## src/hw/rtl/bbfh_ram.sv

```systemverilog
`default_nettype none
module bbfh_ram #(
	parameter int WIDTH = 64,
	parameter int WORDS = 32
) (
	input  wire logic                     clk,
	input  wire logic                     we,
	input  wire logic [$clog2(WORDS)-1:0] waddr,
	input  wire logic [WIDTH-1:0]         wdata,
	input  wire logic                     re,
	input  wire logic [$clog2(WORDS)-1:0] raddr,
	output      logic [WIDTH-1:0]         rdata
);

	logic [WIDTH-1:0] mem_q [WORDS];

	always_ff @(posedge clk) begin
		if (we) begin
			mem_q[waddr] <= wdata;
		end
	end

	always_ff @(posedge clk) begin
		if (re) begin
			rdata <= mem_q[raddr];
		end
	end

endmodule
`default_nettype wire

```

## config.mk

```make
export PLATFORM = sky130hd
export DESIGN_NAME = bbfh_ram
export DESIGN_NICKNAME = d
export VERILOG_FILES = /design/src/hw/rtl/bbfh_ram.sv
export SDC_FILE = /design/constraint.sdc
export NUM_CORES = 2
export LEC_CHECK = 0
export CORE_MARGIN = 10
export CORE_UTILIZATION = 30
export DETAILED_ROUTE_END_ITERATION = 8
export DONT_BUFFER_PORTS = 1
export SYNTH_ARGS = -nofsm -noshare
export SYNTH_HDL_FRONTEND = slang
export SYNTH_SLANG_ARGS = --single-unit
export TNS_END_PERCENT = 20
```

## constraint.sdc

```tcl
create_clock -name clk -period 9.3 [get_ports clk]
set_clock_uncertainty 0.2 [all_clocks]
set_input_delay 1.86 -clock clk [delete_from_list [all_inputs] [get_ports clk]]
set_output_delay 1.86 -clock clk [all_outputs]
set_load 0.01 [all_outputs]
```

==> impl_metrics.ini <==
[synthesis]
yosys_warnings = 0
netlist_instances = 3097
synth_seq_cells = 2112
synth.most_common_cell = edfxtp_1
syn_area_sq_mm = 0.0796
synth_area_leaders = edfxtp_1, mux4_2, mux2_2
async_flop_share = 0
synth_edf_count = 2112
synth_nets = 3174
synthTopCellsByCount = edfxtp_1, mux4_2, mux2_2
yosysTopAreaCellShare = 0.797
ys.flop_type = edfxtp_1
synth-seq-area-share = 0.797
synth_top_cell_by_area = edfxtp_1
syn_avg_cell_area_sq_um = 25.7
synth_cell_types = 30

[die]
start_util = 0.301
die_area_sq_mm = 0.286
io_pins = 141
dieHeight_um = 535
num_rows = 189
die_x_um = 535
core_sq_mm = 0.265

[setup_path]
cp-end-kind = flop
crit_chain = buf_16, buf_16, mux4_2, mux4_2, mux2_2
reg2reg_slack_ns = 6.91
cp-start-kind = primary input
cpMaxStageDelayCell = buf_16
worst_r2r_endpoint = rdata[14]
worstSetupPathType = in -> reg
path_max_fanout = 140
rr_startpoint = mem_q[27][14]
max_stage_delay_ns = 0.75
arrival_ns = 5.13
r2r_cells = 4
critical_path.top_delay_family = multiplexers
path_buf_inv = 2
worstPathRequired_ns = 9.66

[sta]
rsz0062_at_grt = false
min_period_ns = 4.77
tns_ns = 0
slew_headroom = -0.334
setup_viol = 0
drv_slew = 178
fmax_mhz = 210
hold_violations = 0
worst_slew_pin_slew_ns = 2.00
timing.hold.ws_ns = 0.779
post-route-period-util = 0.513

[detailed_routing]
route.detailed.drc = 0
vias_per_cell = 4.93
wl_per_cell_um = 28.6
first_iter_violations = 3841
vias = 33900
drt_pass1_iterations = 5
ant_nets = 0
routed_wl_um = 197000

[flow_run]
cap_violations = 0

[cts]
hold_buffers = 0
cts-buffers-inserted = 192
clk_path_buf_depth = 3
postCtsSetupRepairBufs = 0
clk_pin_slew_ns = 0.06
cts_tree = built
ctsResizeCount = 0
cts_max_level = 4
clk_latency_ns = 0.83
cts.sinks = 2112
clockRootBuffer = clkbuf_16

[worst_hold_path]
min_to = rdata[1]
hp-class = reg -> reg
hold_depth = 3
min-delay-start = mem_q[29][1]

[grt]
grt_pass1_vias = 35000
overflow = 0
antenna_found_initial = 5
grt.total_usage = 0.134
grt_max_degree = 503
grt_pass1_wl_um = 277000

[placement]
dp_hpwl_um = 107000
placed_area_sq_mm = 0.0839
place.gp.congestion = 0.745
io_buffers = 0

[layout]
areaGrowthSynthToFinish_pct = 12.9
drive_gt1_frac = 0.303
fin_area_sq_mm = 0.0899
final_util = 0.340
multi_input_area_sq_mm = 0.0157
fill_cells = 24200
final_nets = 3260
regArea_sq_mm = 0.0634

[power_and_ir_drop]
power.leakage_nw = 26.8
power.total_w = 0.0189
peakVddDrop_mv = 0.177
p_per_area_mw_per_mm2 = 211

[status]
status = finished with violations
violations = slew limit
-- metrics by stage --
stage               cells  setup slack (ns)
finish               6872              4.53
global route         6867              4.34
CTS                  6862              4.90
detailed placement   6518              4.00
global placement     6518              4.03
floorplan            3097              3.42
-- cells by family (layout without fill, tap and decap cells) --
group,after synthesis,count (layout),share of synthesized area
compound gates,50,50,0.00462
buf+inv,157,393,0.00937
flops,2112,2112,0.797
mux,714,714,0.186
other cells,0,6,0
simple gates,64,64,0.00376
-- worst register-to-register path, delay by kind of cell (launching register included) --
| kind | cells | cell delay, ns |
|---|---|---|
| flip-flops | 1 | 0.39 |
| multiplexers | 2 | 0.83 |
| AO/OA/AOI/OAI | 2 | 0.68 |
-- registers in the layout, indices dropped and copies added (netlist names) --
register  count
mem_q      2048
rdata        64
-- where the power goes --
group | leakage [nW] | internal, W | total, W | switching, W
combinational | 4.81 | 0.000361 | 0.000670 | 0.000309
clock | 2.87 | 0.00413 | 0.00757 | 0.00344
sequential | 19.1 | 0.0106 | 0.0107 | 0.0000679
total | 26.8 | 0.0151 | 0.0189 | 0.00382
-- metal layers --
layer  wire (um)  vias to the layer above  GRT usage
met5          27                        -          0
met4        5350                        4     0.0383
met3       15900                      245     0.0365
met2       97200                     1203      0.222
met1       78100                    18700      0.174
li1            -                    13700          -
-- how the worst max path moves through the flow --
| stage | start | endpoint | depth (start not counted) |
|---|---|---|---|
| floorplan | waddr[1] | mem_q[12][0] | 3 |
| global placement | waddr[1] | mem_q[1][52] | 3 |
| detailed placement | waddr[1] | mem_q[1][0] | 3 |
| CTS | waddr[0] | mem_q[14][16] | 3 |
| global route | raddr[0] | rdata[14] | 6 |
| finish | raddr[0] | rdata[15] | 5 |
-- cell usage in the layout (no fill, tap or decap), drive strengths merged, types with 12 or more instances in the layout --
cell type  count
a221oi        12
buf           48
clkbuf       247
clkinv        76
edfxtp      2112
mux2          74
mux2i         38
mux4         602
nor2          41
-- layout make-up --
| cell class | instances | area share |
|---|---|---|
| antenna | 6 | 0.000167 |
| clock buffer | 247 | 0.0565 |
| clock inverter | 97 | 0.00902 |
| inverter | 1 | 0.0000418 |
| multi-input combinational | 828 | 0.174 |
| sequential | 2112 | 0.706 |
| tap | 3533 | 0.0492 |
| timing repair buffer | 48 | 0.00490 |
Power figures use the tool's default switching activity.
